File: config.mk
export PLATFORM = sky130hd
export DESIGN_NAME = palette_fade_engine_core
export DESIGN_NICKNAME = d
export VERILOG_FILES = /design/src/sv/pfe_pkg.sv /design/src/sv/pfe_dp.sv /design/src/sv/pfe_ctrl.sv /design/src/sv/palette_fade_engine_core.sv
export SDC_FILE = /design/constraint.sdc
export NUM_CORES = 2
export LEC_CHECK = 0
export ABC_CLOCK_PERIOD_IN_PS = 8800
export BUFFER_PORTS_ARGS = -buffer_cell sky130_fd_sc_hd__buf_2
export CAP_MARGIN = 40
export CELL_PAD_IN_SITES_DETAIL_PLACEMENT = 2
export CELL_PAD_IN_SITES_GLOBAL_PLACEMENT = 2
export CORE_UTILIZATION = 25
export CTS_CLUSTER_DIAMETER = 30
export DETAILED_ROUTE_END_ITERATION = 8
export PLACE_DENSITY = 0.54
export SETUP_SLACK_MARGIN = 0.3
export SLEW_MARGIN = 10
export SYNTH_ARGS = -nofsm -noshare
export SYNTH_HDL_FRONTEND = slang
export SYNTH_SLANG_ARGS = --single-unit
File: constraint.sdc
create_clock -name clk_i -period 8.8 [get_ports clk_i]
set_clock_uncertainty 0.1 [all_clocks]
set_input_delay 0 -clock clk_i [delete_from_list [all_inputs] [get_ports clk_i]]
set_output_delay 0 -clock clk_i [all_outputs]
set_load 0.03 [all_outputs]
File: src/sv/pfe_pkg.sv
// shared types and constants of the palette fade engine
package pfe_pkg;

  localparam int unsigned FUNC_W   = 3;
  localparam int unsigned IDX_W    = 6;
  localparam int unsigned COLOR_W  = 12;
  localparam int unsigned SPEED_W  = 8;
  localparam int unsigned STATUS_W = 2;

  typedef enum logic [FUNC_W-1:0] {
    FN_TICK   = 3'd0,
    FN_UPLOAD = 3'd1,
    FN_WR_CUR = 3'd2,
    FN_WR_TGT = 3'd3,
    FN_START  = 3'd4,
    FN_RD_CUR = 3'd5
  } func_e;

  typedef enum logic [1:0] {
    MODE_NONE = 2'd0,
    MODE_RUN  = 2'd1,
    MODE_LAST = 2'd2
  } fade_mode_e;

  localparam logic [STATUS_W-1:0] STS_IDLE   = 2'd0;
  localparam logic [STATUS_W-1:0] STS_FADING = 2'd1;
  localparam logic [STATUS_W-1:0] STS_DONE   = 2'd2;

  typedef enum logic [2:0] {
    ST_IDLE,
    ST_DECODE,
    ST_RDWAIT,
    ST_SWEEP,
    ST_DRAIN,
    ST_FINISH
  } ctrl_state_e;

  typedef struct packed {
    logic load_item;
    logic exec;
    logic rd_issue;
    logic rd_capture;
    logic sweep_start;
    logic sweep_rd;
    logic pass_end;
  } pfe_cmd_t;

  typedef struct packed {
    func_e func;
    logic  tick_pass;
    logic  sweep_last;
  } pfe_sts_t;

endpackage

File: src/sv/pfe_dp.sv
// datapath: request registers, palette memories, fade state and step logic
module pfe_dp #(
  parameter int unsigned PALETTE_ENTRIES = 64
) (
  input  logic                              clk_i,
  input  logic                              rst_ni,
  input  pfe_pkg::pfe_cmd_t                 cmd_i,
  output pfe_pkg::pfe_sts_t                 sts_o,
  input  logic [pfe_pkg::FUNC_W-1:0]        func_i,
  input  logic [pfe_pkg::IDX_W-1:0]         index_i,
  input  logic [pfe_pkg::COLOR_W-1:0]       color_i,
  input  logic [pfe_pkg::SPEED_W-1:0]       speed_i,
  output logic [pfe_pkg::STATUS_W-1:0]      status_o,
  output logic [pfe_pkg::COLOR_W-1:0]       read_color_o,
  output logic                              upload_o
);
  import pfe_pkg::*;

  localparam int unsigned AW = (PALETTE_ENTRIES > 1) ? $clog2(PALETTE_ENTRIES) : 1;
  localparam logic [COLOR_W-1:0] COMP_MASK [3] = '{12'h00E, 12'h0E0, 12'hE00};
  localparam logic [COLOR_W-1:0] COMP_UNIT [3] = '{12'h002, 12'h020, 12'h200};

  // one unit toward the target per component, top bit flags a change
  function automatic logic [COLOR_W:0] step_color(input logic [COLOR_W-1:0] cur,
                                                  input logic [COLOR_W-1:0] tgt);
    logic [COLOR_W-1:0] res;
    logic [COLOR_W-1:0] c;
    logic [COLOR_W-1:0] t;
    logic               chg;
    res = cur;
    chg = 1'b0;
    for (int k = 0; k < 3; k++) begin
      c = cur & COMP_MASK[k];
      t = tgt & COMP_MASK[k];
      if (c < t) begin
        res = res + COMP_UNIT[k];
        chg = 1'b1;
      end else if (c > t) begin
        res = res - COMP_UNIT[k];
        chg = 1'b1;
      end
    end
    return {chg, res};
  endfunction

  // request registers
  logic [FUNC_W-1:0]  func_q;
  logic [IDX_W-1:0]   idx_q;
  logic [COLOR_W-1:0] color_q;
  logic [SPEED_W-1:0] speed_q;

  // fade state
  fade_mode_e         mode_q, mode_d;
  logic [7:0]         frame_q, frame_d;
  logic [7:0]         div_q, div_d;
  logic [AW-1:0]      sweep_q, sweep_d;
  logic               changed_q, changed_d;

  // result registers
  logic [STATUS_W-1:0] status_q, status_d;
  logic [COLOR_W-1:0]  rdc_q, rdc_d;
  logic                up_q, up_d;

  // palette memories with per-entry valid bits
  logic [COLOR_W-1:0]         cur_mem [PALETTE_ENTRIES];
  logic [COLOR_W-1:0]         tgt_mem [PALETTE_ENTRIES];
  logic [PALETTE_ENTRIES-1:0] cur_vld_q;
  logic [PALETTE_ENTRIES-1:0] tgt_vld_q;
  logic [COLOR_W-1:0]         cur_rd_q, tgt_rd_q;
  logic                       cur_rdv_q, tgt_rdv_q;

  // write-back stage of the sweep
  logic          wb_v_q;
  logic [AW-1:0] wb_addr_q;

  logic [IDX_W+AW-1:0] idx_ext;
  logic [AW-1:0]       idx_addr;
  logic                idx_ok;
  logic [AW-1:0]       rd_addr;
  logic [COLOR_W-1:0]  cur_eff, tgt_eff;
  logic [COLOR_W:0]    step_res;
  logic                cur_we, tgt_we;
  logic [AW-1:0]       cur_waddr;
  logic [COLOR_W-1:0]  cur_wdata;
  logic [8:0]          frame_next, limit;
  logic                tick_hit;
  func_e               func;

  assign func       = func_e'(func_q);
  assign idx_ext    = (IDX_W + AW)'(idx_q);
  assign idx_addr   = idx_ext[AW-1:0];
  assign idx_ok     = (32'(idx_q) < PALETTE_ENTRIES);
  assign rd_addr    = cmd_i.rd_issue ? idx_addr : sweep_q;
  assign cur_eff    = cur_rdv_q ? cur_rd_q : '0;
  assign tgt_eff    = tgt_rdv_q ? tgt_rd_q : '0;
  assign step_res   = step_color(cur_eff, tgt_eff);

  assign frame_next = {1'b0, frame_q} + 9'd1;
  assign limit      = (div_q == 8'd0) ? 9'd1 : {1'b0, div_q};
  assign tick_hit   = (frame_next >= limit);

  assign cur_we    = wb_v_q || (cmd_i.exec && (func == FN_WR_CUR) && idx_ok);
  assign cur_waddr = wb_v_q ? wb_addr_q : idx_addr;
  assign cur_wdata = wb_v_q ? step_res[COLOR_W-1:0] : color_q;
  assign tgt_we    = cmd_i.exec && (func == FN_WR_TGT) && idx_ok;

  assign sts_o.func       = func;
  assign sts_o.tick_pass  = (func == FN_TICK) && (mode_q == MODE_RUN) && tick_hit;
  assign sts_o.sweep_last = (sweep_q == AW'(PALETTE_ENTRIES - 1));

  assign status_o     = status_q;
  assign read_color_o = rdc_q;
  assign upload_o     = up_q;

  always_comb begin
    mode_d    = mode_q;
    frame_d   = frame_q;
    div_d     = div_q;
    sweep_d   = sweep_q;
    changed_d = changed_q;
    status_d  = status_q;
    rdc_d     = rdc_q;
    up_d      = up_q;
    if (cmd_i.exec) begin
      status_d = STS_IDLE;
      rdc_d    = '0;
      up_d     = 1'b0;
      unique case (func)
        FN_TICK: begin
          if (mode_q == MODE_RUN) begin
            if (tick_hit) begin
              frame_d = '0;
            end else begin
              frame_d  = frame_next[7:0];
              status_d = STS_FADING;
            end
          end
        end
        FN_UPLOAD: begin
          if (mode_q != MODE_NONE) begin
            up_d = 1'b1;
          end
          if (mode_q == MODE_LAST) begin
            mode_d = MODE_NONE;
          end
        end
        FN_START: begin
          mode_d  = MODE_RUN;
          div_d   = speed_q;
          frame_d = '0;
        end
        default: begin
        end
      endcase
    end
    if (cmd_i.rd_issue) begin
      status_d = STS_IDLE;
      rdc_d    = '0;
      up_d     = 1'b0;
    end
    if (cmd_i.rd_capture) begin
      rdc_d = idx_ok ? cur_eff : '0;
    end
    if (cmd_i.sweep_start) begin
      sweep_d   = '0;
      changed_d = 1'b0;
    end
    if (cmd_i.sweep_rd) begin
      sweep_d = sweep_q + AW'(1);
    end
    if (wb_v_q) begin
      changed_d = changed_q || step_res[COLOR_W];
    end
    if (cmd_i.pass_end) begin
      if (changed_q || (wb_v_q && step_res[COLOR_W])) begin
        status_d = STS_FADING;
      end else begin
        status_d = STS_DONE;
        mode_d   = MODE_LAST;
      end
    end
  end

  always_ff @(posedge clk_i or negedge rst_ni) begin
    if (!rst_ni) begin
      mode_q    <= MODE_NONE;
      frame_q   <= '0;
      div_q     <= '0;
      sweep_q   <= '0;
      changed_q <= 1'b0;
      wb_v_q    <= 1'b0;
      cur_vld_q <= '0;
      tgt_vld_q <= '0;
    end else begin
      mode_q    <= mode_d;
      frame_q   <= frame_d;
      div_q     <= div_d;
      sweep_q   <= sweep_d;
      changed_q <= changed_d;
      wb_v_q    <= cmd_i.sweep_rd;
      if (cur_we) begin
        cur_vld_q[cur_waddr] <= 1'b1;
      end
      if (tgt_we) begin
        tgt_vld_q[idx_addr] <= 1'b1;
      end
    end
  end

  always_ff @(posedge clk_i) begin
    if (cmd_i.load_item) begin
      func_q  <= func_i;
      idx_q   <= index_i;
      color_q <= color_i;
      speed_q <= speed_i;
    end
    wb_addr_q <= sweep_q;
    status_q  <= status_d;
    rdc_q     <= rdc_d;
    up_q      <= up_d;
  end

  // palette memories: one write and one registered read per cycle each
  always_ff @(posedge clk_i) begin
    if (cur_we) begin
      cur_mem[cur_waddr] <= cur_wdata;
    end
    cur_rd_q  <= cur_mem[rd_addr];
    cur_rdv_q <= cur_vld_q[rd_addr];
  end

  always_ff @(posedge clk_i) begin
    if (tgt_we) begin
      tgt_mem[idx_addr] <= color_q;
    end
    tgt_rd_q  <= tgt_mem[rd_addr];
    tgt_rdv_q <= tgt_vld_q[rd_addr];
  end

`ifndef SYNTHESIS
  a_frame_below_limit: assert property (@(posedge clk_i) disable iff (!rst_ni)
    (mode_q == MODE_RUN) |-> ({1'b0, frame_q} < limit))
    else $error("frame count reached divider while fading");
`endif

endmodule

File: src/sv/pfe_ctrl.sv
// controller state machine sequencing requests and palette sweeps
module pfe_ctrl (
  input  logic              clk_i,
  input  logic              rst_ni,
  input  logic              in_valid_i,
  output logic              in_stall_o,
  input  logic              out_free_i,
  input  pfe_pkg::pfe_sts_t sts_i,
  output pfe_pkg::pfe_cmd_t cmd_o,
  output logic              result_load_o
);
  import pfe_pkg::*;

  ctrl_state_e state_q, state_d;

  always_ff @(posedge clk_i or negedge rst_ni) begin
    if (!rst_ni) begin
      state_q <= ST_IDLE;
    end else begin
      state_q <= state_d;
    end
  end

  always_comb begin
    state_d       = state_q;
    cmd_o         = '0;
    in_stall_o    = 1'b1;
    result_load_o = 1'b0;
    unique case (state_q)
      ST_IDLE: begin
        in_stall_o = 1'b0;
        if (in_valid_i) begin
          cmd_o.load_item = 1'b1;
          state_d         = ST_DECODE;
        end
      end
      ST_DECODE: begin
        if (sts_i.func == FN_RD_CUR) begin
          cmd_o.rd_issue = 1'b1;
          state_d        = ST_RDWAIT;
        end else begin
          cmd_o.exec = 1'b1;
          if (sts_i.tick_pass) begin
            cmd_o.sweep_start = 1'b1;
            state_d           = ST_SWEEP;
          end else begin
            state_d = ST_FINISH;
          end
        end
      end
      ST_RDWAIT: begin
        cmd_o.rd_capture = 1'b1;
        state_d          = ST_FINISH;
      end
      ST_SWEEP: begin
        cmd_o.sweep_rd = 1'b1;
        if (sts_i.sweep_last) begin
          state_d = ST_DRAIN;
        end
      end
      ST_DRAIN: begin
        cmd_o.pass_end = 1'b1;
        state_d        = ST_FINISH;
      end
      ST_FINISH: begin
        if (out_free_i) begin
          result_load_o = 1'b1;
          state_d       = ST_IDLE;
        end
      end
      default: begin
        state_d = ST_IDLE;
      end
    endcase
  end

`ifndef SYNTHESIS
  a_one_cmd: assert property (@(posedge clk_i) disable iff (!rst_ni)
    $onehot0({cmd_o.load_item, cmd_o.exec, cmd_o.rd_issue, cmd_o.rd_capture,
              cmd_o.sweep_rd, cmd_o.pass_end, result_load_o}))
    else $error("more than one datapath command in a cycle");
  a_sweep_ends: assert property (@(posedge clk_i) disable iff (!rst_ni)
    (cmd_o.sweep_rd && sts_i.sweep_last) |=> (state_q == ST_DRAIN))
    else $error("sweep did not drain after the last entry");
`endif

endmodule

File: src/sv/palette_fade_engine_core.sv
// top level of the palette fade engine: controller, datapath and result register
// Palette fade engine. Holds a current and a target palette of PALETTE_ENTRIES
// 12-bit colors (three 3-bit components in bits 1-3, 5-7, 9-11) and serves one
// request at a time: tick, upload check, write current, write target, start
// fade, read current. A tick that triggers a fade pass walks every entry
// through the single read and write port of the palette memories, one entry
// per cycle, and the next request is taken only after the result of the
// last one has moved into the output register. Every request yields exactly
// one result. The result sits in an output register, so the block takes the
// next request while a result still waits to be taken. Both palettes read as
// zero after reset until written; a write or read at an index at or above
// PALETTE_ENTRIES is dropped or returns zero.
module palette_fade_engine_core #(
  parameter int unsigned PALETTE_ENTRIES = 64
) (
  input  logic                         clk_i,
  input  logic                         rst_ni,
  input  logic                         in_valid_i,
  output logic                         in_stall_o,
  input  logic [pfe_pkg::FUNC_W-1:0]   func_i,
  input  logic [pfe_pkg::IDX_W-1:0]    index_i,
  input  logic [pfe_pkg::COLOR_W-1:0]  color_i,
  input  logic [pfe_pkg::SPEED_W-1:0]  speed_i,
  output logic                         out_valid_o,
  input  logic                         out_stall_i,
  output logic [pfe_pkg::STATUS_W-1:0] status_o,
  output logic [pfe_pkg::COLOR_W-1:0]  read_color_o,
  output logic                         upload_o
);
  import pfe_pkg::*;

  pfe_cmd_t cmd;
  pfe_sts_t sts;
  logic     result_load;
  logic     out_free;

  // datapath result fields, copied into the output register at the end
  logic [STATUS_W-1:0] dp_status;
  logic [COLOR_W-1:0]  dp_read_color;
  logic                dp_upload;

  // output register
  logic                out_valid_q;
  logic [STATUS_W-1:0] status_q;
  logic [COLOR_W-1:0]  read_color_q;
  logic                upload_q;

  // slot is free when empty or being taken this cycle
  assign out_free = !out_valid_q || !out_stall_i;

  pfe_ctrl u_ctrl (
    .clk_i         (clk_i),
    .rst_ni        (rst_ni),
    .in_valid_i    (in_valid_i),
    .in_stall_o    (in_stall_o),
    .out_free_i    (out_free),
    .sts_i         (sts),
    .cmd_o         (cmd),
    .result_load_o (result_load)
  );

  pfe_dp #(
    .PALETTE_ENTRIES (PALETTE_ENTRIES)
  ) u_dp (
    .clk_i        (clk_i),
    .rst_ni       (rst_ni),
    .cmd_i        (cmd),
    .sts_o        (sts),
    .func_i       (func_i),
    .index_i      (index_i),
    .color_i      (color_i),
    .speed_i      (speed_i),
    .status_o     (dp_status),
    .read_color_o (dp_read_color),
    .upload_o     (dp_upload)
  );

  always_ff @(posedge clk_i or negedge rst_ni) begin
    if (!rst_ni) begin
      out_valid_q <= 1'b0;
    end else if (result_load) begin
      out_valid_q <= 1'b1;
    end else if (!out_stall_i) begin
      out_valid_q <= 1'b0;
    end
  end

  // result payload, held while stalled
  always_ff @(posedge clk_i) begin
    if (result_load) begin
      status_q     <= dp_status;
      read_color_q <= dp_read_color;
      upload_q     <= dp_upload;
    end
  end

  assign out_valid_o  = out_valid_q;
  assign status_o     = status_q;
  assign read_color_o = read_color_q;
  assign upload_o     = upload_q;

`ifndef SYNTHESIS
  a_busy_after_request: assert property (@(posedge clk_i) disable iff (!rst_ni)
    (in_valid_i && !in_stall_o) |=> in_stall_o)
    else $error("request taken while the previous one is still in work");
`endif

endmodule

==> impl_summary.txt <==
----------------------------------------------------
[Logic synthesis]
  Number of distinct standard cells referenced by the synthesized netlist ... between 70 and 80
  Avg Synthesized Cell Area ... 20.2 µm²
  Post-synth EDFFs ... 1402
  Number of instances in the synthesized netlist ... 3127
  Share of Yosys cell area claimed by the top area cell type ... 66.5%
  Synth Warn # ... 0
  Syn_nets ... between 3000 and 4000
  Synthesized cell area ... 0.0633 mm²
  Post-synthesis sequential area ratio ... roughly 74%
  Flops & latches, synth ... 1590
  Cell taking the most area after synthesis ... edfxtp_1
  Fraction of registers with async set or reset after synthesis ... 9.94%
  Primary FF master, synth ... edfxtp_1
  Synth area leaders ... edfxtp_1 (66%), mux4_2 (13%), dfrtp_1 (6.2%)

[Detailed routing]
  Post-detailed-route via-to-cell ratio ... 4.45
  Vias ... 32586
  Final ANT Viol Nets ... 0
  Drt first-iter violations ... 2111
  Number of iterations in the first detailed-routing pass ... 7
  WL final ... 183000 µm
  Wire length per cell ... 25.0 µm
  DRC ... 14

[GRT]
  Via count of the first global-routing pass ... ~37000
  Number of antenna violations at the first check in global routing ... 8
  Wire length of the first global-routing pass ... 265000 µm
  Largest net degree at the start of global routing ... 98
  GRT Resource Usage Total ... between 10% and 20%
  Congestion Overflow GR ... 0

[Power and ir drop]
  Maximum vdd ir drop ... roughly 0.00016 V
  P per Cell Area ... between 300 and 400 mW/mm²
  Static Leakage ... about 0.031 µW

[Critical path]
  WP data arrival ... roughly 6.1 ns
  Cells along the critical path ... nand2_1 > ha_1 > nand3_2 > o221a_1 > nor4b_2 > o32a_1 > o21ai_1 > inv_1 > ha_1 > nand3_1 > nor3_1 > nor2b_2 > xnor2_1 > inv_1 > ha_1 > a22oi_1 > o211ai_1 > o21ai_4 > buf_4
  Buffers plus inverters on the worst setup path ... 3
  Cell repeated most along the worst path ... ha_1
  Top Family by Delay on Critical Path ... compound AO/OA/AOI/OAI gates
  Critical path startpoint ... u_dp.tgt_rdv_q
  Required time of the critical path ... around 9.3 ns
  Worst Setup Path Type ... register to register
  Maximum fanout along the worst path ... 33
  Largest stage delay on the critical path ... between 0.7 and 0.8 ns
  Element type at the critical path start ... register
  Flop2flop setup slack ... about 3.2 ns
  Slowest CP cell ... o21ai_4
  Element type at the critical path end ... register
  Startpoint of the lowest-slack register-to-register path ... u_dp.tgt_rdv_q

[Clock tree]
  Clock Latency Late Sink ... a little under 0.9 ns
  Post-CTS Resized ... 0
  Clock sink count ... around 1600
  Clock root buffer ... clkbuf_16
  CTS buffer count ... 366
  Clock transition at the registers of the reported paths ... around 0.040 ns
  Clock tree from TritonCTS ... yes
  CTS Buffer Depth ... 4
  Number of H-tree branching levels ... 5

[Timing]
  Post-route minimum period ... 5.59 ns
  Slew at the pin with the worst max-slew slack ... between 0.9 and 1 ns
  Number of max-slew violations in the final report ... 0
  Worst-case hold slack ... 0.237 ns
  Hold violation total from the final report ... 0
  RSZ-0062 raised after global routing ... no
  Final period utilization ... 63.6%
  Setup TNS ... 0 ns
  Maximum frequency from static timing analysis ... 179 MHz
  Slew Limit Headroom ... 36.3%
  Final setup violating endpoints ... 0

[Final layout]
  Combined area of the multi-input logic cells ... 0.0159 mm²
  FF/Latch Area ... about 0.047 mm²
  Fill cells ... 24744
  Layout cells sized above 1 ... 35.7%
  Synthesis-to-layout area growth ... 30.1%
  # nets final ... 3726

[Outcome]
  Status ... finished, violations left
  Violations in the final reports ... DRC

[Floorplanning]
  Floorplan die area ... 0.255 mm²
  Cell row count ... 184
  IO Count ... 50
  Initial standard-cell utilization of the core ... 25.2%
  Die width ... 505 µm
  Area of the core ... 0.252 mm²
  Chip height ... 505 µm

[Placement]
  IO Port Bufs ... 49
  GPL Wtd Cong ... 0.761
  DP HPWL ... 109000 µm

[Job]
  Max_cap viols ... 0

[Min path]
  Class of the worst hold path ... input pin to async pin

----------------------------------------------------
==> cell usage in the layout, fill, tap and decap left out, types with 15 or more instances in the layout <==
| master | instances |
|---|---|
| buf_8 | 36 |
| buf_2 | 49 |
| mux4_2 | 368 |
| mux2_2 | 17 |
| ha_1 | 23 |
| nor2_1 | 133 |
| bufinv_16 | 49 |
| edfxtp_1 | 1402 |
| buf_6 | 21 |
| buf_4 | 126 |
| nor3_1 | 15 |
| clkinv_4 | 18 |
| dlygate4sd3_1 | 65 |
| clkinv_2 | 67 |
| clkbuf_16 | 370 |
| dfrtp_1 | 157 |
| clkbuf_1 | 43 |
| clkinvlp_4 | 41 |
| inv_1 | 29 |
| or2_2 | 132 |
| nand3_1 | 24 |
| nand2_1 | 76 |
| clkinv_1 | 44 |
| dfxtp_1 | 30 |
| mux2i_1 | 347 |
| nor2_2 | 40 |
==> worst paths after layout <==
path                                        end  depth (start not counted)
max                        u_dp.cur_mem[14][10]                         19
min in group clk_i              u_dp.color_q[1]                          3
min reg2reg                     read_color_o[4]                          0
min                          u_dp.tgt_vld_q[30]                          4
max in group asynchronous    u_dp.tgt_vld_q[37]                          4
max reg2reg                u_dp.cur_mem[14][10]                         19
==> flip-flops by register name (all words and copies together), names as in the netlist, 8 cells and up <==
name               cells
u_dp.frame_q           8
u_dp.tgt_vld_q        64
u_dp.cur_mem         768
u_dp.color_q          12
u_dp.tgt_mem         576
u_dp.cur_vld_q        64
u_dp.tgt_rd_q          9
u_dp.div_q             8
read_color_o          12
u_dp.read_color_o     12
u_dp.speed_q           8
u_dp.cur_rd_q         12
==> cell usage after synthesis, types with 7 or more instances <==
library cell	n
and2_1	12
a22o_1	7
buf_4	14
nor2b_1	8
xnor2_1	13
a21oi_1	16
mux2i_1	352
ha_1	23
buf_1	11
nor2_1	174
xor2_1	7
edfxtp_1	1402
inv_1	29
clkbuf_1	26
o21ai_0	15
mux2_2	18
a21o_1	11
or2_2	132
mux4_2	368
buf_2	55
dfrtp_1	158
and3_1	11
nor3_1	15
nand2_1	76
nand3_1	24
buf_6	32
dfxtp_1	30
==> power breakdown <==
group | total (µW) | internal (µW) | leakage [µW] | switching, µW
Combinational | 2280 | 775 | 0.00999 | 1510
Clock | 13700 | 9250 | 0.00602 | 4430
Sequential | 8880 | 8690 | 0.0150 | 197
Total | 24800 | 18700 | 0.0311 | 6130
==> cell families (layout without fill, tap and decap cells) <==
kind of cell	count (synthesis)	in the layout	synth area share [%]
AO/OA/AOI/OAI	95	95	1.09
XOR/XNOR	21	21	0.312
adder cells (fa/ha/maj)	23	23	0.454
buffers and inverters	168	1018	1.57
flip-flops	1590	1590	73.7
multiplexers	739	739	19.0
other	0	2	0
AND/OR/NAND/NOR	491	491	3.90
==> through the flow <==
stage	instance area (µm²)	worst slack, ns	total power, µW	std cells	utilization, %
floorplan	63300	2.49	10300	3127	-
global placement	67900	3.07	11200	6481	27.0
detailed placement	69100	3.25	11300	6581	27.5
CTS	82300	3.20	25200	7322	32.7
global route	82400	2.81	25600	7326	32.7
finish	82400	3.21	24800	7327	32.7
==> worst register-to-register path: cells and delay by family, from the launching register on <==
kind,cells,cell delay [ns]
compound gates,6,1.87
simple gates,6,1.12
fa+ha+maj,3,0.84
buf+inv,3,0.67
flops,1,0.53
xor+xnor,1,0.21
==> cell type report <==
class | count | share of cell area [%]
flip-flops and latches | 1590 | 56.6
multi-input cells | 1369 | 19.3
clock buffers | 426 | 11.7
well taps | 3348 | 5.09
repair buffers | 313 | 3.60
clock inverters | 249 | 3.55
inverters | 30 | 0.137
diodes | 2 | 0.00608
==> metal layers <==
| metal | vias up | track usage [%] | part of all wire (%) |
|---|---|---|---|
| met1 | 17652 | 19.1 | 45 |
| met3 | 279 | 2.52 | 4.1 |
| li1 | 13923 | - | - |
| met4 | 0 | 4.50 | 2.5 |
| met5 | - | 0 | 0 |
| met2 | 732 | 23.3 | 49 |
==> timing repair <==
action,CTS,global route
hold endpoints to repair,234,0
hold buffers,66,0
buffers inserted,0,0
(Power assumes the default switching activity.)
